## config.mk

```make
export PLATFORM = sky130hd
export DESIGN_NAME = argument_line_tokenizer
export DESIGN_NICKNAME = d
export VERILOG_FILES = /design/src/alt_pkg.sv /design/src/argument_line_tokenizer.sv /design/src/alt_step.sv
export SDC_FILE = /design/constraint.sdc
export NUM_CORES = 1
export LEC_CHECK = 0
export BUFFER_PORTS_ARGS = -buffer_cell sky130_fd_sc_hd__buf_4
export CAP_MARGIN = 20
export CORE_MARGIN = 1.5
export CORE_UTILIZATION = 64
export CTS_BUF_LIST = sky130_fd_sc_hd__clkbuf_4
export DETAILED_ROUTE_END_ITERATION = 7
export MAX_ROUTING_LAYER = met4
export PLACE_DENSITY = 0.87
export SETUP_SLACK_MARGIN = 0.02
export SKIP_LAST_GASP = 1
export SLEW_MARGIN = 30
export SYNTH_ARGS = -nofsm -noshare
export SYNTH_HDL_FRONTEND = slang
export SYNTH_SLANG_ARGS = --single-unit
```

## constraint.sdc

```tcl
create_clock -name clk -period 4.1 [get_ports clk]
set_clock_uncertainty 0.2 [all_clocks]
set_input_delay 0.205 -clock clk [delete_from_list [all_inputs] [get_ports clk]]
set_output_delay 0.205 -clock clk [all_outputs]
set_load 0.02 [all_outputs]
```

## src/alt_pkg.sv

```systemverilog
// Package for the argument line tokenizer: beat types, decoder state and character codes.
// Depends on nothing; every other file in src imports it.
`timescale 1ns / 1ps

package alt_pkg;

  // Request kinds
  localparam logic REQ_CHAR = 1'b0;
  localparam logic REQ_END  = 1'b1;

  // Result kinds
  localparam logic RES_APPEND = 1'b0;
  localparam logic RES_END    = 1'b1;

  // Quote modes (code three is never entered and is read as double quotes)
  localparam logic [1:0] QM_NONE   = 2'd0;
  localparam logic [1:0] QM_SINGLE = 2'd1;
  localparam logic [1:0] QM_DOUBLE = 2'd2;

  // Character codes
  localparam logic [7:0] CH_SQUOTE    = 8'h27;
  localparam logic [7:0] CH_DQUOTE    = 8'h22;
  localparam logic [7:0] CH_BACKSLASH = 8'h5C;
  localparam logic [7:0] CH_SPACE     = 8'h20;
  localparam logic [7:0] CH_TAB       = 8'h09;
  localparam logic [7:0] CH_NL        = 8'h0A;
  localparam logic [7:0] CH_VT        = 8'h0B;
  localparam logic [7:0] CH_FF        = 8'h0C;
  localparam logic [7:0] CH_CR        = 8'h0D;
  localparam logic [7:0] CH_NUL       = 8'h00;

  typedef struct packed {
    logic       req_type;
    logic [7:0] char_value;
  } req_t;

  typedef struct packed {
    logic       result_kind;
    logic [7:0] out_char;
    logic       last_of_run;
  } res_t;

  typedef struct packed {
    logic [1:0] quote_mode;
    logic       backslash_pending;
    logic       argument_nonempty;
  } tok_state_t;

  function automatic logic is_ws(input logic [7:0] c);
    return (c == CH_SPACE) || (c == CH_TAB) || (c == CH_NL) || (c == CH_VT) ||
           (c == CH_FF) || (c == CH_CR);
  endfunction

endpackage

```

## src/argument_line_tokenizer.sv

```systemverilog
// Top level of the argument line tokenizer: input register, decoder state, result registers.
// Depends on alt_pkg and alt_step.
`timescale 1ns / 1ps

// Shell-style argument splitter. Feed one character per req beat and finish each
// string with an end beat; res beats append a character to the current argument or
// mark its end, and last_of_run flags the final result of each request. The block
// takes one request per cycle while its results are taken as they come: a request
// is held in the input register, decoded against the quote and backslash state once
// the result register is free, and its results land in a two-entry result register.
// A request that yields two results holds the result register for two beats, which
// stalls input meanwhile; requests that yield none load nothing but still wait until
// the result register frees.
module argument_line_tokenizer
  import alt_pkg::*;
(
  input  logic clk,
  input  logic rst,
  input  logic req_valid,
  output logic req_ready,
  input  req_t req,
  output logic res_valid,
  input  logic res_ready,
  output res_t res
);

  logic       hold_valid;
  req_t       hold_item;
  tok_state_t state;
  tok_state_t state_next;
  logic [1:0] count;
  res_t       res0;
  res_t       res1;
  logic       head_valid;
  logic       tail_valid;
  res_t       head;
  res_t       tail;
  logic       out_free;
  logic       advance;

  alt_step u_step (
    .state      (state),
    .item       (hold_item),
    .state_next (state_next),
    .count      (count),
    .res0       (res0),
    .res1       (res1)
  );

  // Result register frees when empty or its last beat leaves now
  assign out_free  = !head_valid || (res_ready && !tail_valid);
  assign advance   = hold_valid && out_free;
  assign req_ready = !hold_valid || out_free;
  assign res_valid = head_valid;
  assign res       = head;

  // Hold the accepted request beat
  always_ff @(posedge clk) begin
    if (rst) begin
      hold_valid <= 1'b0;
    end else if (req_ready) begin
      hold_valid <= req_valid;
    end
    if (req_ready && req_valid) begin
      hold_item <= req;
    end
  end

  // Advance the tokenizer state
  always_ff @(posedge clk) begin
    if (rst) begin
      state <= '{quote_mode: QM_NONE, backslash_pending: 1'b0, argument_nonempty: 1'b0};
    end else if (advance) begin
      state <= state_next;
    end
  end

  // Load or drain the result register
  always_ff @(posedge clk) begin
    if (rst) begin
      head_valid <= 1'b0;
      tail_valid <= 1'b0;
    end else if (advance) begin
      head_valid <= (count != 2'd0);
      tail_valid <= (count == 2'd2);
      head       <= res0;
      tail       <= res1;
    end else if (head_valid && res_ready) begin
      head_valid <= tail_valid;
      tail_valid <= 1'b0;
      head       <= tail;
    end
  end

endmodule

```

## src/alt_step.sv

```systemverilog
// Tokenizer step: from the current state and one request beat, work out up to two
// results and the next state. Pure combinational logic; uses alt_pkg.
`timescale 1ns / 1ps

module alt_step
  import alt_pkg::*;
(
  input  tok_state_t state,
  input  req_t       item,
  output tok_state_t state_next,
  output logic [1:0] count,
  output res_t       res0,
  output res_t       res1
);

  logic [7:0] c;
  logic [7:0] q;
  logic       k0;
  logic [7:0] c0;
  logic       k1;
  logic [7:0] c1;

  assign c = item.char_value;
  assign q = (state.quote_mode == QM_SINGLE) ? CH_SQUOTE : CH_DQUOTE;

  // Decode one beat
  always_comb begin
    state_next = state;
    count      = 2'd0;
    k0         = RES_APPEND;
    c0         = CH_NUL;
    k1         = RES_APPEND;
    c1         = CH_NUL;
    if (item.req_type == REQ_END) begin
      // flush pending backslash, close argument, return to reset state
      if (state.backslash_pending) begin
        // the flushed backslash makes the argument non-empty, so it always ends
        c0    = CH_BACKSLASH;
        k1    = RES_END;
        count = 2'd2;
      end else if (state.argument_nonempty) begin
        k0    = RES_END;
        count = 2'd1;
      end
      state_next.quote_mode        = QM_NONE;
      state_next.backslash_pending = 1'b0;
      state_next.argument_nonempty = 1'b0;
    end else if (state.quote_mode != QM_NONE) begin
      // inside a quoted span
      if (state.backslash_pending) begin
        state_next.argument_nonempty = 1'b1;
        if (c == q) begin
          c0    = q;
          count = 2'd1;
          state_next.backslash_pending = 1'b0;
        end else if (c == CH_BACKSLASH) begin
          c0    = CH_BACKSLASH;
          count = 2'd1;
        end else begin
          c0    = CH_BACKSLASH;
          c1    = c;
          count = 2'd2;
          state_next.backslash_pending = 1'b0;
        end
      end else if (c == q) begin
        state_next.quote_mode = QM_NONE;
      end else if (c == CH_BACKSLASH) begin
        state_next.backslash_pending = 1'b1;
      end else begin
        c0    = c;
        count = 2'd1;
        state_next.argument_nonempty = 1'b1;
      end
    end else begin
      // outside quotes
      if (state.backslash_pending) begin
        state_next.backslash_pending = 1'b0;
        if (c == CH_SQUOTE || c == CH_DQUOTE || c == CH_SPACE || c == CH_BACKSLASH) begin
          c0    = c;
          count = 2'd1;
          state_next.argument_nonempty = 1'b1;
        end else begin
          c0    = CH_BACKSLASH;
          count = 2'd2;
          if (is_ws(c)) begin
            k1 = RES_END;
            state_next.argument_nonempty = 1'b0;
          end else begin
            c1 = c;
            state_next.argument_nonempty = 1'b1;
          end
        end
      end else if (is_ws(c)) begin
        if (state.argument_nonempty) begin
          k0    = RES_END;
          count = 2'd1;
        end
        state_next.argument_nonempty = 1'b0;
      end else if (c == CH_SQUOTE) begin
        state_next.quote_mode = QM_SINGLE;
      end else if (c == CH_DQUOTE) begin
        state_next.quote_mode = QM_DOUBLE;
      end else if (c == CH_BACKSLASH) begin
        state_next.backslash_pending = 1'b1;
      end else begin
        c0    = c;
        count = 2'd1;
        state_next.argument_nonempty = 1'b1;
      end
    end
  end

  // Mark the final result of the run
  assign res0 = '{result_kind: k0, out_char: c0, last_of_run: (count == 2'd1)};
  assign res1 = '{result_kind: k1, out_char: c1, last_of_run: 1'b1};

endmodule
```

## After elaboration in Yosys (flattened, before gate mapping)

Index checks and enable logic that the tools add are counted.

- Bitwise operators: 1
- Multiplexer cells: 69
- Reduce and logical (&&, ||, !) cells: 25
- Equal/unequal tests: 19

Operator list:

| cell | count |
|---|---|
| 8-bit 2-to-1 mux | 16 |
| 2-bit 2-to-1 mux | 22 |
| 8-bit by 4-bit equality test with 1-bit output, second input constant | 5 |
| 8-bit by 6-bit equality test with 1-bit output, second input constant | 3 |
| 1-bit 2-to-1 mux | 24 |
| 10-bit 2-to-1 mux | 2 |
| 1-bit logical OR | 10 |
| 5-bit by 4-bit inequality test with 1-bit output, second input constant | 2 |
| 8-bit by 7-bit equality test with 1-bit output, second input constant | 1 |
| 8-bit equality test | 1 |
| 4-bit 2-to-1 mux | 2 |
| 7-bit 2-to-1 mux | 1 |
| 3-bit 2-to-1 mux | 2 |
| 2-bit nonzero test | 3 |
| 5-bit AND reduction | 1 |
| 2-bit by 1-bit equality test with 1-bit output, second input constant | 2 |
| 1-bit logical AND | 4 |
| 4-bit inequality test, second input constant | 1 |
| 2-bit AND reduction | 2 |
| 4-bit AND reduction | 1 |
| 4-bit nonzero test | 1 |
| 1-bit logical NOT | 3 |
| 3-bit by 2-bit inequality test with 1-bit output, second input constant | 1 |
| 3-bit inequality test, second input constant | 1 |
| other kinds (3) | 3 |

- Output and inout port bits: 12
- Word-level logic and storage cells: 127
- Register bits after elaboration: 35
- Input port bits: 13

## Depth between registers and ports, before layout

Gate-level depths: netlist of the first run.

- Word-level depth: 12
- Mapped depth: 6
- Gate-level depth less buffers: 5

## Cells and area by module

A second synthesis of the first run with hierarchy kept.

- Cell total of the unflattened synthesis: 208
- Area total of the unflattened synthesis: 2,230.9 um^2

By module, submodules not included:

| module | cells an instance | instances | area each (um^2) | sequential area each (um^2) |
|---|---|---|---|---|
| argument_line_tokenizer | 78 | 1 | 1,376.3 | 1,011.0 |
| alt_step | 130 | 1 | 854.6 | 0.0 |

## Worst setup path before layout of the first run

Ideal clock, no wire load.

- Path type: reg-to-reg
- Start point: register hold_item[4] in the netlist's numbering
- End point: register head (netlist bit res[6]), data pin
- Slack: 1.819 ns
- Stages on the path, launching flop included: 6
- Period minus slack after synthesis: 2.281 ns
- Setup time: 0.267 ns
- Arrival time: 1.815 ns
- Buffers on the path: 0
- Required time: 3.633 ns
- Cell sequence: edfxtp_1 > or3_4 > a2111oi_4 > a31oi_1 > a211oi_2 > o31ai_1

- Word-level cells in the longest chain between the ends: 11
- Elaborated cells on any way between the ends: 30
- Classes of those cells: 10 x eq/ne; 12 x mux; 8 x reduce/logical

RTL lines:

| what | line | source |
|---|---|---|
| start, declared | argument_line_tokenizer.sv:28 | `req_t hold_item;` |
| start signal, assigned | argument_line_tokenizer.sv:65 | `hold_item <= req;` |
| 8-bit by 6-bit equality test with 1-bit output / 8-bit by 4-bit equality test with 1-bit output (equally long branches) | alt_pkg.sv:50, alt_step.sv:78 |  |
| 1-bit logical OR (4 in a row) | alt_pkg.sv:50 | `return (c == CH_SPACE) \|\| (c == CH_TAB) \|\| (c == CH_NL) \|\| (c == CH_VT) \|\|` |
| 1-bit logical OR | alt_pkg.sv:51 | `(c == CH_FF) \|\| (c == CH_CR);` |
| 8-bit 2-to-1 mux | alt_step.sv:93 | `end else if (is_ws(c)) begin` |
| 8-bit 2-to-1 mux | alt_step.sv:76 | `if (state.backslash_pending) begin` |
| 8-bit 2-to-1 mux (*) | alt_step.sv:48 | `end else if (state.quote_mode != QM_NONE) begin` |
| 8-bit 2-to-1 mux (*) | alt_step.sv:34 | `if (item.req_type == REQ_END) begin` |
| 10-bit 2-to-1 mux (*) | argument_line_tokenizer.sv:83 | `end else if (advance) begin` |
| end signal, assigned | argument_line_tokenizer.sv:86 | `head <= res0;` |
| end signal, assigned | argument_line_tokenizer.sv:91 | `head <= tail;` |
| end, declared | argument_line_tokenizer.sv:36 | `res_t head;` |

Mark *: on every way between the ends. The rest lies on a longest branch, timed or not.
A chain may end at the register's enable or synchronous reset.

## Worst setup path after layout of the first run

- Start point: register hold_item[0] in the netlist's numbering
- End point: register tail[4] in the netlist's numbering, data pin

- Word-level cells in the longest chain between the ends: 10
- Elaborated cells on any way between the ends: 25
- Classes of those cells: 10 x eq/ne; 7 x mux; 8 x reduce/logical

RTL lines:

| what | line | source |
|---|---|---|
| 8-bit by 6-bit equality test with 1-bit output / 8-bit by 4-bit equality test with 1-bit output (equally long branches) | alt_pkg.sv:50, alt_step.sv:78 |  |
| 1-bit logical OR (4 in a row) | alt_pkg.sv:50 |  |
| 1-bit logical OR | alt_pkg.sv:51 |  |
| 8-bit 2-to-1 mux | alt_step.sv:85 | `if (is_ws(c)) begin` |
| 8-bit 2-to-1 mux | alt_step.sv:78 | `if (c == CH_SQUOTE \|\| c == CH_DQUOTE \|\| c == CH_SPACE \|\| c == CH_BACKSLASH) begin` |
| 8-bit 2-to-1 mux | alt_step.sv:76 |  |
| 8-bit 2-to-1 mux (*) | alt_step.sv:48 |  |
| end signal, assigned | argument_line_tokenizer.sv:87 | `tail <= res1;` |
| end, declared | argument_line_tokenizer.sv:37 | `res_t tail;` |

Marked as above.

==> results of run 1 <==
metrics by stage:
stage | hold WS [ns] | instances
after floorplan | 0.1039 | 199
after global placement | 0.1828 | 254
after detailed placement | 0.1843 | 254
after CTS | 0.04309 | 273
after global routing | 0.05223 | 273
final | 0.04155 | 273
cell usage after synthesis (all sizes together), types with 3 or more instances:
cell type | n | area share
nor3b | 3 | 0.011
buf | 6 | 0.014
nor3 | 9 | 0.025
and3 | 5 | 0.016
nor2b | 4 | 0.012
nand2 | 18 | 0.034
dfxtp | 7 | 0.070
a211oi | 3 | 0.014
o22ai | 3 | 0.0093
a22o | 3 | 0.013
nor2 | 13 | 0.028
nand3b | 3 | 0.011
a31oi | 7 | 0.022
edfxtp | 28 | 0.42
o21ai | 6 | 0.015
or2 | 3 | 0.0093
nand3 | 4 | 0.010
a21oi | 11 | 0.027
inv | 6 | 0.011
clkbuf | 7 | 0.013
o211ai | 5 | 0.019
a22oi | 3 | 0.011
o41ai | 4 | 0.017
report_power, final:
group / switching, W / internal (W) / total [W]
Sequential: 0.0000176 / 0.000399 / 0.000416
Combinational: 0.0000522 / 0.0000424 / 0.0000947
Clock: 0.000110 / 0.0000700 / 0.000180
Total: 0.000180 / 0.000511 / 0.000691
logic make-up after synthesis:
kind of cell	Yosys count	synth area share
AO/OA/AOI/OAI	68	0.2601
buffers and inverters	19	0.03796
flip-flops	35	0.4879
multiplexers	2	0.009957
AND/OR/NAND/NOR	75	0.2041
metal layers:
metal	GRT usage	wire length (um)	share of wire
met2	0.4889	2348	0.46
met1	0.4043	2033	0.40
met4	0.1688	146	0.029
met5	-	0	0
met3	0.08515	548	0.11
critical path: stages (launching register included):
cell and delay (ns):
edfxtp_1 0.56, or2_1 0.36, a2111oi_4 0.60, nor3_2 0.20
a22oi_1 0.41, nor3b_1 0.10
layout by cell type (no fill, tap or decap), types with 3 or more instances in the layout:
cell type / netlist / final
edfxtp_1: 28 / 28
buf_4: 0 / 24
nand2_1: 18 / 18
nor2_1: 12 / 12
a21oi_1: 11 / 11
dlygate4sd3_1: 0 / 11
nor3_1: 8 / 8
dfxtp_1: 7 / 7
inv_1: 6 / 6
o21ai_0: 6 / 6
a31oi_1: 7 / 6
clkbuf_4: 0 / 6
and3_1: 5 / 5
o211ai_1: 5 / 5
nand3_1: 4 / 4
nor2b_1: 4 / 4
o41ai_1: 4 / 4
a22o_1: 3 / 3
o22ai_1: 3 / 3
a22oi_1: 3 / 3
nand3b_1: 3 / 3
nor3b_1: 3 / 3
area by class of cell:
type / instances / area, um2
clock inverters: 2 / 7.507
repair buffers: 35 / 290.3
well taps: 44 / 55.05
clock buffers: 6 / 45.04
fillers: 178 / 666.9
flip-flops and latches: 35 / 980.9
multi-input cells: 145 / 959.7
inverters: 6 / 22.52
flip-flops by register name (all words and copies together), names as in the netlist:
signal      cells
res            10
hold_item       9
tail            9
state           4
hold_valid      1
res_valid       1
tail_valid      1
how the worst min path moves through the flow:
stage | slack, ns | start | depth (start not counted) | endpoint
final | 0.04 | res_ready | 4 | tail_valid
after global routing | 0.05 | res_ready | 4 | tail_valid
after CTS | 0.04 | res_ready | 4 | tail_valid
after detailed placement | 0.18 | req[1] | 1 | hold_item[1]
after global placement | 0.18 | req[6] | 1 | hold_item[6]
after floorplan | 0.10 | req[0] | 0 | hold_item[0]
repair_timing:
item                                   CTS  global route
hold buffers                            11             0
endpoints found under the hold margin   13             0
gates resized for setup                  0             0
==> results.json, run 1 <==
{
  "cp.arrival_ns": 2.56,
  "rows": 20,
  "synth_nets": 212,
  "drc_errors": 0,
  "r2r_cells": 5,
  "grt_pass1_wl_mm": 8.017,
  "routedWlPerCell_um": 18.60,
  "cts.htree.levels": 2,
  "r2r_end": "tail[4]",
  "cp.required_ns": 3.98,
  "min_period_ns": 2.682,
  "synth-seq-area-share": 0.4879,
  "dr_total_vias": 1818,
  "synthFlopType": "edfxtp_1",
  "cts_sinks": 35,
  "min-delay-path-class": "primary input to flip-flop",
  "netlist_instances": 199,
  "crit_fanout": 13,
  "rsz0062_at_grt": "no",
  "synth_edf_count": 28,
  "relSlewSlack": 0.4490,
  "tightest_slew_ns": 0.8235,
  "finalPower_w": 0.0006912,
  "cts-root-buf": "clkbuf_4",
  "postCtsSetupRepairBufs": 0,
  "place_congestion": 1.038,
  "ant_nets": 0,
  "netlist-cell-type-count": 56,
  "ys_warn_count": 0,
  "p_leak_nw": 0.8421,
  "cp-end-kind": "flip-flop",
  "cts_tree": "built",
  "via_per_inst": 6.659,
  "ys_seq_elements": 35,
  "status": "completed",
  "antenna_found_initial": 0,
  "path_clk_slew_ns": 0.10,
  "dr.pass1.iters": 5,
  "clock_latency_ns": 0.34,
  "startpoint": "hold_item[0]",
  "place_area_mm2": 0.002192,
  "numCtsBuffers": 5,
  "grt_max_degree": 21,
  "synthArstFlopShare": 0,
  "powerDensity_mw_per_mm2": 292.8,
  "area_growth_pct": 17.42,
  "drtIter0Drc": 139,
  "tns_ns": 0,
  "start_util": 0.6640,
  "diodes": 0,
  "regToRegSetupSlack_ns": 1.42,
  "cp-start-kind": "flip-flop",
  "grt_overflow_total": 0,
  "final_util": 0.7798,
  "max_clock_freq_mhz": 372.8,
  "grt_use_total": 0.3252,
  "syn_area_mm2": 0.002011,
  "die_w_um": 59.05,
  "crit_end": "tail[4]",
  "io_pins": 25,
  "dpl_worst_slack_ns": 1.506,
  "final_area_mm2": 0.002361,
  "wl_mm": 5.077,
  "clockBufferDepth": 2,
  "setup_slack_ns": 1.418,
  "grt_pass1_vias": 1687,
  "die-area_mm2": 0.003487,
  "portBuffers": 24,
  "max-vdd-ir-drop_uv": 273.0,
  "hpwl_mm": 3.516,
  "avgSynthCellArea_um2": 10.10,
  "die_h_um": 59.05,
  "core_region_area_mm2": 0.003028,
  "drive_gt1_frac": 0.1790,
  "crit_type": "flip-flop to flip-flop",
  "finalSetupViolCount": 0,
  "fin_crit_sh": 0.6542,
  "worstReg2RegStart": "hold_item[0]",
  "nets": 241,
  "hold_viol_final": 0,
  "slew_violations": 0,
  "timing.max_cap.violations": 0
}
Power figures use the tool's default switching activity.
==> run 2: changes to the inputs <==
- CORE_UTILIZATION: 64 -> 54
- PLACE_DENSITY: 0.87 -> 0.78
- clock period: 4.1 -> 2.4 ns (I/O delays scaled with it)
==> run 2 against run 1 <==
Net effect:
- utilization fell by 0.95 points
- worst setup slack got worse by 1.4 ns
- non-clock buffer count rose by 37
- cell area rose by 12%
- register-to-register slack got worse by 1.4 ns
- total power rose by 74%
- maximum frequency rose by 15%
- wire length rose by 13%
- sequential cell count did not move
- cell count rose by 14%
- global-route usage fell by 1.7 points
- critical path type unchanged
- largest cell class unchanged
- largest power group unchanged
==> results.json, run 2 (synthesis gave the netlist of run 1 again) <==
{
  "clockBufferDepth": 2,
  "drive_gt1_frac": 0.3019,
  "min-delay-path-class": "primary input to flip-flop",
  "die-area_mm2": 0.004099,
  "worstHoldEndpoint": "hold_item[8]",
  "numCtsBuffers": 5,
  "tightest_slew_ns": 0.8232,
  "dr_total_vias": 2049,
  "start_util": 0.5842,
  "min_period_ns": 2.341,
  "grt_use_total": 0.3083,
  "grt_pass1_vias": 1978,
  "place_congestion": 1.037,
  "cp-end-kind": "flip-flop",
  "powerDensity_mw_per_mm2": 454.2,
  "timing.max_cap.violations": 0,
  "cts.htree.levels": 2,
  "cp-start-kind": "flip-flop",
  "wl_met2_mm": 2.745,
  "area_growth_pct": 31.86,
  "cp.required_ns": 2.29,
  "hpwl_mm": 4.156,
  "relSlewSlack": 0.4492,
  "worst_hold_startpoint": "req_valid",
  "nets": 278,
  "hold_depth": 4,
  "core_region_area_mm2": 0.003442,
  "largest_reg_flops": 10,
  "cp_slowest_stage_delay_ns": 0.62,
  "io_pins": 25,
  "final_cell_mix": "buf_4 (60), edfxtp_1 (28), nand2_1 (18)",
  "path_buf_inv": 1,
  "wl_met1_mm": 2.192,
  "max_clock_freq_mhz": 427.2,
  "cts-root-buf": "clkbuf_4",
  "max-vdd-ir-drop_uv": 407.8,
  "drc_errors": 0,
  "finalPower_w": 0.001204,
  "diodes": 0,
  "place_area_mm2": 0.002457,
  "die_w_um": 64.02,
  "slowest_stage": "or4b_1",
  "ant_nets": 0,
  "worstReg2RegStart": "hold_item[7]",
  "top_layer": "met4",
  "grt_max_degree": 13,
  "portBuffers": 24,
  "wl_mm": 5.744,
  "path_clk_slew_ns": 0.12,
  "fillCellCount": 219,
  "cts_tree": "built",
  "r2r_end": "res[3]",
  "hold_viol_final": 0,
  "finalSetupViolCount": 0,
  "slew_violations": 0,
  "regToRegSetupSlack_ns": 0.06,
  "cp_top_family": "simple AND/OR/NAND/NOR gates",
  "wl_met3_um": 608,
  "drtIter0Drc": 168,
  "via_per_inst": 6.588,
  "final_area_mm2": 0.002651,
  "fin_crit_sh": 0.9753,
  "die_h_um": 64.02,
  "grt_pass1_wl_mm": 9.356,
  "final_common_cell": "buf_4",
  "crit_chain": "or4b_1 > nor2_4 > a21oi_1 > buf_4 > nor3_1 > o22ai_1",
  "cp.arrival_ns": 2.23,
  "routedWlPerCell_um": 18.47,
  "cts_sinks": 35,
  "tns_ns": 0,
  "rows": 21,
  "r2r_cells": 6,
  "rsz0062_at_grt": "no",
  "dr.pass1.iters": 5,
  "status": "completed",
  "grt_overflow_total": 0,
  "clock_latency_ns": 0.35,
  "antenna_found_initial": 0,
  "crit_fanout": 5,
  "p_leak_nw": 1.018,
  "crit_type": "flip-flop to flip-flop"
}
==> run 2: worst max-delay path by stage <==
| stage | from | endpoint | slack, ns | depth (start not counted) |
|---|---|---|---|---|
| final | hold_item[7] | res[3] | 0.06 | 6 |
| after global routing | hold_item[0] | tail[6] | 0.01 | 7 |
| after CTS | hold_item[7] | res[6] | 0.04 | 5 |
| after detailed placement | hold_item[7] | res[6] | 0.02 | 5 |
| after global placement | hold_item[4] | res[6] | 0.11 | 5 |
| after floorplan | hold_item[4] | res[6] | 0.12 | 5 |
==> run 2: area by class of cell <==
class	instances	area [um2]	area share
inverters	6	22.52	0.008495
flip-flops and latches	35	980.9	0.3700
multi-input cells	145	973.4	0.3672
well taps	46	57.56	0.02171
clock buffers	5	37.54	0.01416
clock inverters	2	8.758	0.003303
repair buffers	72	570.5	0.2152
==> run 2: tightest hold or removal path, stage by stage <==
cell and delay (ns):
buf_4 0.11, inv_1 0.08, a31oi_1 0.05, buf_4 0.17
==> run 2: power breakdown <==
| group | switching [W] | total [W] | internal, W | leakage (nW) |
|---|---|---|---|---|
| Sequential | 0.0000204 | 0.000701 | 0.000680 | 0.319 |
| Clock | 0.000196 | 0.000300 | 0.000104 | 0.0285 |
| Combinational | 0.000107 | 0.000203 | 0.0000961 | 0.670 |
| Total | 0.000324 | 0.00120 | 0.000880 | 1.02 |
==> run 2: what timing repair did <==
item                                    4_1_cts  5_1_grt
hold buffers                                 12        0
endpoints found under the setup margin        1       16
pin swaps                                     1        2
buffers inserted                              0        1
hold endpoints to repair                     17        0
resized for setup                             0        5
==> run 2: stage by stage <==
step,setup slack [ns],hold WS (ns),utilization,cells
6_report,0.05934,0.1389,0.7703,311
5_1_grt,0.009964,0.1512,0.7703,311
3_5_place_dp,0.02301,0.09954,0.7139,291
2_1_floorplan,0.1188,0.01887,-,199
3_3_place_gp,0.1110,0.09908,0.7139,291
4_1_cts,0.03546,0.1198,0.7623,310
==> run 2: per-layer routing <==
metal,vias up,track usage
li1,917,-
met1,951,0.3653
met2,150,0.5039
met3,31,0.07746
met4,0,0.1223
met5,-,-
==> run 3: changes to the inputs <==
- RECOVER_POWER: not set -> 50
==> run 3 against run 2 <==
Net effect:
- critical path depth is the same
- sequential cell count is the same
- register-to-register slack is essentially flat
- maximum frequency grew 0.43%
- sequential share of layout area grew 0.69 points
- wire length shrank 0.66%
- critical endpoint unchanged
- highest routed layer unchanged
==> results.json, run 3 (synthesis gave the netlist of run 1 again) <==
{
  "numCtsBuffers": 5,
  "antenna_found_initial": 0,
  "cts_sinks": 35,
  "final_area_mm2": 0.002603,
  "swShare": 0.2724,
  "start_util": 0.5842,
  "place_congestion": 1.037,
  "regToRegSetupSlack_ns": 0.07,
  "rows": 21,
  "crit_fanout": 5,
  "final_util": 0.7561,
  "grt_pass1_vias": 1978,
  "tightest_slew_ns": 0.8260,
  "grt_overflow_total": 0,
  "pwr-share-seq": 0.584,
  "finalSetupViolCount": 0,
  "place_area_mm2": 0.002457,
  "min-delay-path-class": "primary input to flip-flop",
  "tns_ns": 0,
  "die_h_um": 64.02,
  "routedWlPerCell_um": 18.35,
  "clockBufferDepth": 2,
  "max_clock_freq_mhz": 429.1,
  "wl_mm": 5.706,
  "area_growth_pct": 29.43,
  "die-area_mm2": 0.004099,
  "nets": 278,
  "powerDensity_mw_per_mm2": 460.7,
  "portBuffers": 24,
  "p_leak_nw": 0.9687,
  "cts-root-buf": "clkbuf_4",
  "finalPower_w": 0.001199,
  "crit_type": "flip-flop to flip-flop",
  "status": "completed",
  "timing.max_cap.violations": 0,
  "diodes": 0,
  "p_int_w": 0.0008724,
  "slowest_stage": "or4b_1",
  "grt_max_degree": 13,
  "drc_errors": 0,
  "startpoint": "hold_item[7]",
  "hold_viol_final": 0,
  "drive_gt1_frac": 0.2528,
  "die_w_um": 64.02,
  "cp.required_ns": 2.29,
  "p_sw_w": 0.0003267,
  "cp.arrival_ns": 2.22,
  "relSlewSlack": 0.4473,
  "dr.pass1.iters": 5,
  "cp_slowest_stage_delay_ns": 0.63,
  "cts.htree.levels": 2,
  "cp-start-kind": "flip-flop",
  "largest_reg_flops": 10,
  "min_period_ns": 2.331,
  "path_clk_slew_ns": 0.12,
  "clockPowerShare": 0.253,
  "drtIter0Drc": 176,
  "slew_violations": 0,
  "fin_crit_sh": 0.9711,
  "rsz0062_at_grt": "no",
  "max-vdd-ir-drop_uv": 412.9,
  "grt_pass1_wl_mm": 9.356,
  "worstReg2RegStart": "hold_item[7]",
  "crit_chain": "or4b_1 > nor2_4 > a21oi_1 > buf_4 > nor3_1 > o22ai_1",
  "r2r_end": "res[3]",
  "via_per_inst": 6.441,
  "dr_total_vias": 2003,
  "hpwl_mm": 4.156,
  "cp-end-kind": "flip-flop",
  "ant_nets": 0,
  "core_region_area_mm2": 0.003442,
  "crit_end": "res[3]",
  "cts_tree": "built",
  "clock_latency_ns": 0.35,
  "grt_use_total": 0.3083,
  "r2r_cells": 6,
  "power_frac_comb": 0.162,
  "final_cell_mix": "buf_4 (37), edfxtp_1 (28), nand2_1 (18)",
  "final_common_cell": "buf_4",
  "io_pins": 25
}
[run 3: changes by cell type in the layout (fill, tap and decap cells not counted)]
cell / delta
buf_4: -23
clkbuf_1: +13
clkbuf_4: +10
[run 3: worst min path at each step]
stage	startpoint	endpoint	slack (ns)	cells after the start
after CTS	req_valid	hold_item[8]	0.12	4
after global placement	req[6]	hold_item[6]	0.1	1
after floorplan	req[0]	hold_item[0]	0.02	0
after detailed placement	req[2]	hold_item[2]	0.1	1
final	req_valid	hold_item[8]	0.24	4
after global routing	req_valid	hold_item[8]	0.29	4
[run 3: critical path: cells and delay by family (launching register included)]
kind,cells,cell delay (ns)
compound gates,2,0.27
buf+inv,1,0.19
simple gates,3,0.97
flops,1,0.46
[run 3: cell type report]
cell class                      instances  area [um2]
Fill cell                             237       839.6
Clock buffer                            5       37.54
Sequential cell                        35       980.9
Timing Repair Buffer                   72       521.8
Clock inverter                          2       8.758
Tap cell                               46       57.56
Multi-Input combinational cell        145       973.4
Inverter                                6       22.52
[run 3: power by group through the flow]
stage / clock network [W] / registers [W] / logic, W
6_report: 0.000304 / 0.000701 / 0.000195
5_1_grt: 0.000323 / 0.000704 / 0.000209
4_1_cts: 0.000300 / 0.000700 / 0.000196
3_5_place_dp: 0 / 0.000714 / 0.000180
3_3_place_gp: 0 / 0.000712 / 0.000177
2_1_floorplan: 0 / 0.000715 / 0.0000975
[run 3: what timing repair did]
action,CTS,global route
buffers inserted,0,1
hold buffers,12,0
hold endpoints to repair,17,0
resized for setup,0,5
setup endpoints to repair,1,16
pin swaps,1,2
[run 3: per-layer routing]
metal	GRT usage	vias to the layer above	wire (um)
li1	-	917	-
met4	0.1223	0	204
met5	-	-	0
met2	0.5039	136	2756
met3	0.07746	29	530
met1	0.3653	921	2215
[run 3: stage by stage]
stage,cells,hold WS (ns),worst slack [ns]
final,311,0.2394,0.06928
after global routing,311,0.2903,0.009964
after CTS,310,0.1198,0.03546
after detailed placement,291,0.09954,0.02301
after global placement,291,0.09908,0.1110
after floorplan,199,0.01887,0.1188
